<file path="config.mk">
export PLATFORM = sky130hd
export DESIGN_NAME = pfde_ctrl
export DESIGN_NICKNAME = d
export VERILOG_FILES = /design/src/pfde_pkg.sv /design/src/pfde_ctrl.sv
export SDC_FILE = /design/constraint.sdc
export NUM_CORES = 1
export LEC_CHECK = 0
export BUFFER_PORTS_ARGS = -buffer_cell sky130_fd_sc_hd__buf_4
export CAP_MARGIN = 20
export CORE_AREA = 2 2 39 41
export CTS_CLUSTER_SIZE = 28
export DETAILED_ROUTE_END_ITERATION = 12
export DIE_AREA = 0 0 41 43
export PLACE_DENSITY = 0.68
export SYNTH_ARGS = -nofsm -noshare
export SYNTH_HDL_FRONTEND = slang
export SYNTH_SLANG_ARGS = --single-unit
</file>
<file path="constraint.sdc">
create_clock -name clk -period 2 [get_ports clk]
set_clock_uncertainty 0.15 [all_clocks]
set_input_delay 0.1 -clock clk [delete_from_list [all_inputs] [get_ports clk]]
set_output_delay 0.1 -clock clk [all_outputs]
set_load 0.01 [all_outputs]
</file>
<file path="src/pfde_pkg.sv">
// shared types, op codes and default sizes for the page framebuffer draw engine
`default_nettype none

package pfde_pkg;

    // default geometry of the display store
    localparam int COLUMNS_DEF = 128;
    localparam int PAGES_DEF   = 8;

    // field widths fixed by the command format
    localparam int OP_W    = 3;
    localparam int COL_W   = 7;
    localparam int ROW_W   = 6;
    localparam int BYTE_W  = 8;
    localparam int BCNT_W  = 4;
    localparam int PAGE_W  = 3;

    // command op codes
    localparam logic [OP_W-1:0] OP_POINT = 3'd0;
    localparam logic [OP_W-1:0] OP_FIELD = 3'd1;
    localparam logic [OP_W-1:0] OP_LINE  = 3'd2;
    localparam logic [OP_W-1:0] OP_CLEAR = 3'd3;
    localparam logic [OP_W-1:0] OP_READ  = 3'd4;

    // controller to datapath commands
    typedef struct packed {
        logic capture;     // latch the incoming transaction
        logic addr_load;   // load start and end address from the latched command
        logic addr_inc;    // step to the next byte of a sweep
        logic addr_page;   // step to the same column one page down
        logic mem_rd;      // register the byte at the current address
        logic mem_wr;      // write the byte at the current address
        logic wr_zero;     // written byte is zero instead of the merged byte
        logic hi_half;     // merge uses the upper half of the field mask
        logic out_load;    // load the result register
    } pfde_cmd_t;

    // datapath to controller status
    typedef struct packed {
        logic [OP_W-1:0] op;
        logic            err;
        logic            straddle;
        logic            at_end;
        logic            out_free;
    } pfde_stat_t;

endpackage

`default_nettype wire

</file>
<file path="src/pfde_ctrl.sv">
// controller: sequences power-up clear, read-modify-write, sweeps and result hand-off
`default_nettype none

module pfde_ctrl
    import pfde_pkg::*;
(
    input  wire logic       clk,
    input  wire logic       rst_n,
    input  wire logic       in_valid,
    output logic            in_stall,
    input  wire pfde_stat_t stat,
    output pfde_cmd_t       cmd
);

    typedef enum logic [2:0] {
        ST_INIT_CLR,
        ST_IDLE,
        ST_DECODE,
        ST_READ,
        ST_WRITE,
        ST_CLEAR,
        ST_FINISH
    } state_t;

    state_t state_reg;
    state_t state_next;
    logic   hi_reg;
    logic   hi_next;

    // next state and commands
    always_comb
    begin
        state_next  = state_reg;
        hi_next     = hi_reg;
        cmd         = '0;
        cmd.hi_half = hi_reg;
        in_stall    = state_reg != ST_IDLE;
        case (state_reg)
            ST_INIT_CLR:
            begin
                cmd.mem_wr  = 1'b1;
                cmd.wr_zero = 1'b1;
                if (stat.at_end)
                    state_next = ST_IDLE;
                else
                    cmd.addr_inc = 1'b1;
            end
            ST_IDLE:
            begin
                if (in_valid)
                begin
                    cmd.capture = 1'b1;
                    state_next  = ST_DECODE;
                end
            end
            ST_DECODE:
            begin
                hi_next       = 1'b0;
                cmd.addr_load = 1'b1;
                if (stat.err)
                    state_next = ST_FINISH;
                else if (stat.op == OP_CLEAR)
                    state_next = ST_CLEAR;
                else
                    state_next = ST_READ;
            end
            ST_READ:
            begin
                cmd.mem_rd = 1'b1;
                state_next = (stat.op == OP_READ) ? ST_FINISH : ST_WRITE;
            end
            ST_WRITE:
            begin
                cmd.mem_wr = 1'b1;
                case (stat.op)
                    OP_FIELD:
                    begin
                        if (stat.straddle && !hi_reg)
                        begin
                            hi_next       = 1'b1;
                            cmd.addr_page = 1'b1;
                            state_next    = ST_READ;
                        end
                        else
                            state_next = ST_FINISH;
                    end
                    OP_LINE:
                    begin
                        if (stat.at_end)
                            state_next = ST_FINISH;
                        else
                        begin
                            cmd.addr_inc = 1'b1;
                            state_next   = ST_READ;
                        end
                    end
                    default: state_next = ST_FINISH;
                endcase
            end
            ST_CLEAR:
            begin
                cmd.mem_wr  = 1'b1;
                cmd.wr_zero = 1'b1;
                if (stat.at_end)
                    state_next = ST_FINISH;
                else
                    cmd.addr_inc = 1'b1;
            end
            ST_FINISH:
            begin
                if (stat.out_free)
                begin
                    cmd.out_load = 1'b1;
                    state_next   = ST_IDLE;
                end
            end
            default: state_next = ST_IDLE;
        endcase
    end

    // state and registered outputs
    always_ff @(posedge clk or negedge rst_n)
    begin
        if (!rst_n)
        begin
            state_reg <= ST_INIT_CLR;
            hi_reg    <= 1'b0;
        end
        else
        begin
            state_reg <= state_next;
            hi_reg    <= hi_next;
        end
    end

endmodule

`default_nettype wire
</file>
# After elaboration in Yosys (flattened, before gate mapping)
# Cells that the tools add are included.
# classes
add_sub_neg	0
multipliers	0
div_mod_pow	0
order_cmp	0
eq_ne	17
n_shift	0
n_mux	28
bitwise	0
n_reduce_logical	8
# ops
op	count
3-bit two-way mux	8
3-bit case mux with 7 select lines	1
1-bit two-way mux	15
3-bit by 2-bit == test with 1-bit output, second input constant	4
3-bit == test, second input constant	4
2-bit inequality test, second input constant	5
3-bit by 1-bit == test with 1-bit output, second input constant	2
3-bit case mux with 2 select lines	1
1-bit case mux with 2 select lines	2
4-bit AND reduction	1
3-bit logical NOT	1
3-bit by 1-bit inequality test with 1-bit output, second input constant	1
3-bit AND reduction	1
3-bit OR reduction	1
2-bit two-way mux	1
2-bit by 1-bit inequality test with 1-bit output, second input constant	1
2-bit nonzero test	1
2-bit OR reduction	1
1-bit logical AND	1
1-bit logical NOT	1
# word_totals
regBits	4
latchBits	0
mem_bits_rw	0
mem_bits_ro	0
inputBits	10
mem_count	0

# Logic depth before layout (Yosys ltp)
# Gate-level depths: netlist (run 1).
# depth
word_depth	5
depth_mapped	4
mapped_depth_nobuf	3

# Worst setup path before layout (run 1)
# No wires, ideal clock.
# synth_path
kind	reg2out
from	register state_reg[1]
to	output cmd[6] (netlist bit)
arrival_ns	1.275
setup_slack_ns	0.475
stages_incl_launch_ff	3
path_buffers	1
cell_sequence	dfrtp_1 clkbuf_1 a2111oi_0
# synth_lines
item	line	rtl
from (decl)	pfde_ctrl.sv:25	state_t state_reg;
from (signal assigned)	pfde_ctrl.sv:131	state_reg <= state_next;
to (decl)	pfde_ctrl.sv:12	output pfde_cmd_t cmd

==> impl_metrics.json, run 1 <==
{
  "cp.arrival_ns": 1.62,
  "layout-drive-gt1-share_pct": 33.3,
  "syn_area_per_cell_sq_um": 7.44,
  "synth_edf_count": 0,
  "via_count": 479,
  "grt_max_degree": 18,
  "gr-usage-all-layers_pct": 14.3,
  "leakage_nw": 0.260,
  "r2r_start": "state_reg[2]",
  "routed_wl_microns": 1120,
  "netlist_top_cells_area": "dfrtp_1, o21ai_0, a31oi_1",
  "initialDrtViolationCount": 3,
  "cp_max_fo": 17,
  "cts_tree": "done",
  "peakVddDrop_mv": 0.496,
  "hp-class": "primary input to async pin",
  "reg2reg_to": "state_reg[1]",
  "cpPeakStageDelay_ns": 0.53,
  "die_w_microns": 41,
  "postRouteAntennaNets": 0,
  "fin_ws_ns": 0.131,
  "largest_reg_flops": 3,
  "worst-r2r-setup-slack_ns": 0.33,
  "grt_pass1_wl_microns": 1770,
  "reg2reg_depth": 3,
  "syn_to_final_growth_pct": 41.7,
  "first_pass_iters": 2,
  "dp_slack_ns": 0.361,
  "worstMarginPinSlew_ns": 0.451,
  "nets": 87,
  "postCtsSetupRepairBufs": 0,
  "grt-ovfl-total": 0,
  "cp_slowest_cell": "dfrtp_1",
  "ys_types": 29,
  "clk_pin_slew_worst_paths_ns": 0.03,
  "cts_made_buffers": 3,
  "status": "complete, no violations",
  "antenna_found_initial": 0,
  "postSynthCellCount": 56,
  "fin_crit_sh_pct": 93.4,
  "max_freq_ghz": 0.535,
  "final_hold_viol_count": 0,
  "yosys_warnings": 0,
  "h-tree-depth": 1,
  "wl_per_cell_microns": 12.3,
  "grt_pass1_vias": 404,
  "clkLatencyLatePin_ns": 0.23,
  "startpoint": "state_reg[2]",
  "gp_congestion": 0.821,
  "synth-seq-cells": 4,
  "setup-tns-final_ns": 0,
  "drc_errors": 0,
  "syn_area_sq_um": 417,
  "crit_path_end": "cmd[6]",
  "start_util_pct": 30.1,
  "clockBufferDepth": 2,
  "cp.required_ns": 1.75,
  "slew_viol_final": 0,
  "max-slew-margin-rel_pct": 69.9,
  "num_rows": 14,
  "critical_path_class": "flip-flop to output port",
  "dp_hpwl_microns": 824,
  "die_h_microns": 43,
  "dieArea_sq_um": 1760,
  "yosysSeqAreaShare_pct": 24.0,
  "cts-root-buf": "clkbuf_4",
  "ioPinCount": 20,
  "synth_top_area_cell": "dfrtp_1",
  "async_flop_share_pct": 100,
  "coreArea_sq_um": 1380,
  "worstPathCellList": "nor2b_1 -> a2111oi_0 -> buf_4",
  "setup_violations": 0,
  "crit_path_end_kind": "output port",
  "drv_cap": 0,
  "cts.sinks": 4,
  "yosysTopAreaCellShare_pct": 24.0,
  "finalCriticalPeriod_ns": 1.87,
  "synthFlopType": "dfrtp_1",
  "nFillCells": 153,
  "rsz0062_at_grt": "no",
  "viasPerCell": 5.26,
  "syn-num-nets": 66,
  "power.density_nw_per_um2": 1340,
  "start_kind": "flip-flop",
  "portBuffers": 19,
  "diodes": 0
}
-- worst min-delay path by stage --
| stage | slack, ns | endpoint | depth (start not counted) | startpoint |
|---|---|---|---|---|
| 6_report | 0.06 | hi_reg | 2 | rst_n |
| 5_1_grt | 0.05 | hi_reg | 2 | rst_n |
| 4_1_cts | 0.04 | hi_reg | 2 | rst_n |
| 3_5_place_dp | -0.25 | hi_reg | 1 | rst_n |
| 3_3_place_gp | -0.25 | hi_reg | 1 | rst_n |
| 2_1_floorplan | -0.35 | hi_reg | 0 | rst_n |
-- kinds of logic (layout without fill, tap and decap cells) --
| group | after synthesis | in the layout | share of synthesized area [%] |
|---|---|---|---|
| DFF | 4 | 4 | 24.0 |
| buffers and inverters | 8 | 27 | 8.71 |
| AOI/OAI and AO/OA | 19 | 19 | 30.6 |
| and+or+nand+nor | 25 | 25 | 36.6 |
-- layout make-up --
cell class	instances	area, sq um	share of cell area (%)
multi-input combinational	44	280	47.5
timing repair buffer	20	153	25.8
sequential	4	100	16.9
clock buffer	3	22.5	3.81
tap	16	20.0	3.39
inverter	4	15.0	2.54
-- metal layers --
layer  up-vias  track usage [%]  wire (microns)
met4         0             2.00               0
li1        253                -               -
met2        17             20.6             493
met1       209             21.4             531
met5         -                0               0
met3         0             3.66              94
-- cell usage after synthesis, types with 2 or more instances --
master / n
nor3_1: 4
nand2_1: 2
dfrtp_1: 4
buf_2: 2
inv_1: 4
nor2b_1: 3
a31oi_1: 4
a21oi_1: 2
o21ai_0: 6
nor2_1: 5
nand3b_1: 2
-- stage by stage --
step / util, % / instances / power [mW] / cell area [sq um] / hold slack [ns]
4_1_cts: 42.7 / 91 / 0.797 / 591 / 0.0444
3_5_place_dp: 40.3 / 87 / 0.696 / 558 / -0.253
2_1_floorplan: - / 56 / 0.527 / 417 / -0.346
5_1_grt: 42.7 / 91 / 0.877 / 591 / 0.0534
3_3_place_gp: 40.3 / 87 / 0.685 / 558 / -0.253
6_report: 42.7 / 91 / 0.791 / 591 / 0.0561
-- where the power goes --
| part | internal (mW) | switching [mW] |
|---|---|---|
| registers | 0.121 | 0.121 |
| clock network | 0.0668 | 0.0284 |
| logic | 0.237 | 0.216 |
| total | 0.425 | 0.365 |
-- placed cells by master (no fill, tap or decap), drive strengths merged, types with 2 or more instances in the layout --
cell     n
nor2b    3
clkbuf   3
o21ai    6
dfrtp    4
a31oi    4
buf     19
nand3b   2
inv      4
nor2     5
nand2    2
a21oi    2
nor3     4
-- worst max-delay path: cells and delay by family, from the launching register on --
family	cells	cell delay, ns
DFF	1	0.53
AOI/OAI and AO/OA	1	0.40
and+or+nand+nor	1	0.26
buffers and inverters	1	0.19
-- repair_timing --
item	CTS	global route
hold endpoints to repair	4	0
resized for setup	0	0
hold buffers	1	0
(Power assumes the default switching activity.)
==> inputs of run 2 (changes only) <==
clock period = 1.85 ns   (was 2 ns; I/O delays follow)
==> run 2 against run 1 <==
Net effect: total power increased by 9.1%; sequential cell count stayed put; clock power grew 9%; wire length up 3.0%; register-to-register slack worse by 0.08 ns; hold slack worse by 0.0039 ns; critical endpoint unchanged; non-clock buffer count is the same; critical path depth unchanged; combinational power rose by 8.2%; highest routed layer unchanged; die area did not move.
==> impl_metrics.json, run 2 (synthesized netlist as in run 1, its figures left out) <==
{
  "status": "complete, no violations",
  "hp-class": "primary input to async pin",
  "drv_cap": 0,
  "r2r_start": "state_reg[2]",
  "leakage_nw": 0.257,
  "grt-ovfl-total": 0,
  "routed_wl_microns": 1150,
  "dieArea_sq_um": 1760,
  "grt_pass1_vias": 371,
  "clockBufferDepth": 2,
  "syn_to_final_growth_pct": 42.6,
  "setup_violations": 0,
  "num_rows": 14,
  "p_comb_share_pct": 56.8,
  "switchingPower_mw": 0.395,
  "postCtsSetupRepairBufs": 0,
  "layout-drive-gt1-share_pct": 37.3,
  "fin_crit_sh_pct": 95.5,
  "drc_errors": 0,
  "setup-tns-final_ns": 0,
  "mostFrequentLayoutCells": "buf_4, o21ai_0, nor2_1",
  "critical_path_class": "flip-flop to output port",
  "start_util_pct": 30.1,
  "crit_path_end": "cmd[6]",
  "reg2reg_to": "state_reg[1]",
  "clkLatencyLatePin_ns": 0.23,
  "peakVddDrop_mv": 0.605,
  "cts.sinks": 4,
  "die_h_microns": 43,
  "largest_reg_flops": 3,
  "ioPinCount": 20,
  "final_hold_viol_count": 0,
  "cell_internal_pwr_mw": 0.468,
  "cts_tree": "done",
  "seqPwrFrac_pct": 31.2,
  "diodes": 0,
  "initialDrtViolationCount": 9,
  "reg2reg_depth": 3,
  "crit_path_end_kind": "output port",
  "portBuffers": 19,
  "viasPerCell": 5.33,
  "first_pass_iters": 2,
  "grt_pass1_wl_microns": 1640,
  "start_kind": "flip-flop",
  "die_w_microns": 41,
  "dp_hpwl_microns": 848,
  "via_count": 485,
  "cp.arrival_ns": 1.52,
  "postRouteAntennaNets": 0,
  "clk_pin_slew_worst_paths_ns": 0.04,
  "power.density_nw_per_um2": 1450,
  "cp.required_ns": 1.61,
  "max_freq_ghz": 0.566,
  "dp_slack_ns": 0.202,
  "rsz0062_at_grt": "no",
  "cts_made_buffers": 3,
  "finalCriticalPeriod_ns": 1.77,
  "max-slew-margin-rel_pct": 75.2,
  "h-tree-depth": 1,
  "startpoint": "state_reg[2]",
  "slew_viol_final": 0,
  "worst-r2r-setup-slack_ns": 0.25,
  "cp_max_fo": 17,
  "layout_commonest_cell": "buf_4",
  "switching_share_pct": 45.8,
  "antenna_found_initial": 0,
  "grt_max_degree": 18,
  "nets": 87,
  "gp_congestion": 0.833,
  "worstMarginPinSlew_ns": 0.363,
  "fin_ws_ns": 0.0837,
  "cts-root-buf": "clkbuf_4",
  "wl_per_cell_microns": 12.7,
  "coreArea_sq_um": 1380,
  "nFillCells": 145,
  "gr-usage-all-layers_pct": 13.2,
  "p_clk_share_pct": 12.1
}
## run 2: cell counts in the layout (fill, tap and decap cells not counted)
Identical to the previous run, type by type.
## run 2: cell type report
cell class                      instances  area, sq um  share of cell area [%]
Timing Repair Buffer                   20          153                    25.7
Multi-Input combinational cell         44          280                    47.2
Inverter                                4         15.0                    2.53
Tap cell                               16         20.0                    3.37
Clock buffer                            3         22.5                    3.79
Sequential cell                         4          104                    17.5
## run 2: power by group through the flow
stage / clock, mW / sequential, mW / combinational [mW]
floorplan: 0 / 0.172 / 0.398
global placement: 0 / 0.259 / 0.482
detailed placement: 0 / 0.261 / 0.489
CTS: 0.107 / 0.260 / 0.492
global route: 0.117 / 0.286 / 0.533
finish: 0.104 / 0.269 / 0.490
## run 2: worst min-delay path by stage
| stage | slack (ns) | end | cells after the start |
|---|---|---|---|
| 2_1_floorplan | -0.35 | hi_reg | 0 |
| 3_3_place_gp | -0.26 | hi_reg | 1 |
| 3_5_place_dp | -0.26 | hi_reg | 1 |
| 4_1_cts | 0.05 | state_reg[2] | 2 |
| 5_1_grt | 0.07 | hi_reg | 2 |
| 6_report | 0.05 | hi_reg | 2 |
## run 2: worst max-delay path, stage by stage (launching register included)
cell and delay [ns]:
dfrtp_2 0.50, nor2b_1 0.22, a2111oi_0 0.38, buf_4 0.19
## run 2: stage by stage
| stage | util [%] | hold slack, ns | total power [mW] | area, sq um | instances |
|---|---|---|---|---|---|
| after floorplan | - | -0.353 | 0.570 | 417 | 56 |
| after global placement | 40.3 | -0.260 | 0.741 | 558 | 87 |
| after detailed placement | 40.3 | -0.261 | 0.750 | 558 | 87 |
| after CTS | 42.7 | 0.0491 | 0.859 | 591 | 91 |
| after global routing | 42.9 | 0.0657 | 0.936 | 594 | 91 |
| final | 42.9 | 0.0522 | 0.863 | 594 | 91 |
## run 2: per-layer routing
metal | global-route usage (%) | vias to the layer above | wire length, microns
met1 | 19.5 | 215 | 560
met4 | 2.00 | 0 | 0
li1 | - | 253 | -
met5 | 0 | - | 0
met2 | 19.1 | 17 | 493
met3 | 3.66 | 0 | 99
## run 2: timing repair
item                       4_1_cts  5_1_grt
setup endpoints to repair        0        3
hold endpoints to repair         4        0
hold buffers                     1        0
gates resized for setup          0        3
==> inputs of run 3 (changes only) <==
clock period = 1.8 ns   (was 1.85 ns; I/O delays follow)
==> run 3 against run 2 <==
Net effect: core utilization up 0.90 points; first-iteration DRC count rose to 6.0 times the previous value; wire length up 1.3%; sequential cell count unchanged; hold slack worse by 0.017 ns; largest cell class unchanged; largest power group unchanged; highest routed layer is now met4.
==> impl_metrics.json, run 3 (synthesized netlist as in run 1, its figures left out) <==
{
  "start_util_pct": 30.1,
  "worst-r2r-setup-slack_ns": 0.24,
  "cp.arrival_ns": 1.49,
  "rsz0062_at_grt": "no",
  "start_kind": "flip-flop",
  "cts-root-buf": "clkbuf_4",
  "largest_reg_flops": 3,
  "die_h_microns": 43,
  "first_pass_iters": 4,
  "drc_errors": 0,
  "drv_cap": 0,
  "worstMarginPinSlew_ns": 0.366,
  "num_rows": 14,
  "peakVddDrop_mv": 0.547,
  "fin_ws_ns": 0.0681,
  "mostFrequentLayoutCells": "buf_4, o21ai_0, nor2_1",
  "gp_congestion": 0.819,
  "viasPerCell": 5.74,
  "clockBufferDepth": 2,
  "postCtsSetupRepairBufs": 0,
  "max-slew-margin-rel_pct": 75.0,
  "power_mw": 0.919,
  "grt_max_degree": 16,
  "dp_slack_ns": 0.224,
  "dieArea_sq_um": 1760,
  "routed_wl_microns": 1170,
  "leakage_nw": 0.269,
  "cts_tree": "done",
  "layout_commonest_cell": "buf_4",
  "slew_viol_final": 0,
  "cts_made_buffers": 3,
  "ioPinCount": 20,
  "cts.sinks": 4,
  "grt_pass1_vias": 421,
  "grt_pass1_wl_microns": 1730,
  "diodes": 0,
  "final_hold_viol_count": 0,
  "cp.required_ns": 1.56,
  "syn_to_final_growth_pct": 45.6,
  "gr-usage-all-layers_pct": 14.6,
  "layout-drive-gt1-share_pct": 36.4,
  "reg2reg_depth": 3,
  "postRouteAntennaNets": 0,
  "portBuffers": 19,
  "hp-class": "primary input to async pin",
  "die_w_microns": 41,
  "via_count": 534,
  "setup-tns-final_ns": 0,
  "coreArea_sq_um": 1380,
  "h-tree-depth": 1,
  "crit_path_end_kind": "output port",
  "clk_pin_slew_worst_paths_ns": 0.04,
  "fin_crit_sh_pct": 96.2,
  "reg2reg_to": "state_reg[1]",
  "dp_hpwl_microns": 865,
  "setup_violations": 0,
  "cp_max_fo": 9,
  "nets": 89,
  "antenna_found_initial": 0,
  "wl_per_cell_microns": 12.6,
  "grt-ovfl-total": 0,
  "status": "complete, no violations",
  "clkLatencyLatePin_ns": 0.24,
  "max_freq_ghz": 0.577,
  "nFillCells": 136,
  "power.density_nw_per_um2": 1510,
  "r2r_start": "state_reg[2]",
  "critical_path_class": "flip-flop to output port",
  "finalCriticalPeriod_ns": 1.73,
  "initialDrtViolationCount": 54
}
-- run 3: power breakdown --
part	total [mW]	internal [mW]	switching (mW)
Sequential	0.241	0.138	0.104
Combinational	0.565	0.291	0.274
Clock	0.113	0.0747	0.0385
Total	0.919	0.504	0.416
-- run 3: per-stage QoR --
| stage | instance area [sq um] | cells | hold WS, ns | utilization (%) |
|---|---|---|---|---|
| CTS | 607 | 93 | 0.0320 | 43.9 |
| finish | 607 | 93 | 0.0349 | 43.9 |
| floorplan | 417 | 56 | -0.356 | - |
| global placement | 573 | 89 | -0.264 | 41.4 |
| global route | 607 | 93 | 0.0277 | 43.9 |
| detailed placement | 573 | 89 | -0.264 | 41.4 |
-- run 3: layout make-up --
cell class | instances | area, sq um | area share [%]
multi-input cells | 44 | 280 | 46.2
flip-flops and latches | 4 | 101 | 16.7
well taps | 16 | 20.0 | 3.30
inverters | 4 | 15.0 | 2.47
clock buffers | 3 | 22.5 | 3.71
repair buffers | 22 | 168 | 27.6
-- run 3: critical path: stages, from the launching register on --
cell,delay (ns)
dfrtp_1,0.45
nor2b_1,0.22
a2111oi_0,0.39
buf_4,0.19
-- run 3: per-layer routing --
metal	routed length (microns)	GRT usage [%]
met3	108	4.71
met4	16	10.0
met5	0	0
met1	518	19.0
met2	525	19.7
-- run 3: worst max-delay path by stage --
stage,from,endpoint,slack (ns),cells past startpoint
floorplan,state_reg[1],cmd[6],0.29,2
global placement,state_reg[0],cmd[6],0.27,3
global route,state_reg[2],cmd[6],0.002,3
CTS,state_reg[2],cmd[6],0.07,3
finish,state_reg[2],cmd[6],0.07,3
detailed placement,state_reg[0],cmd[6],0.22,3
-- run 3: repair_timing --
action                                  in CTS  in global routing
hold buffers                                 1                  0
endpoints found under the setup margin       1                  0
hold endpoints to repair                     4                  0
gates resized for setup                      1                  0
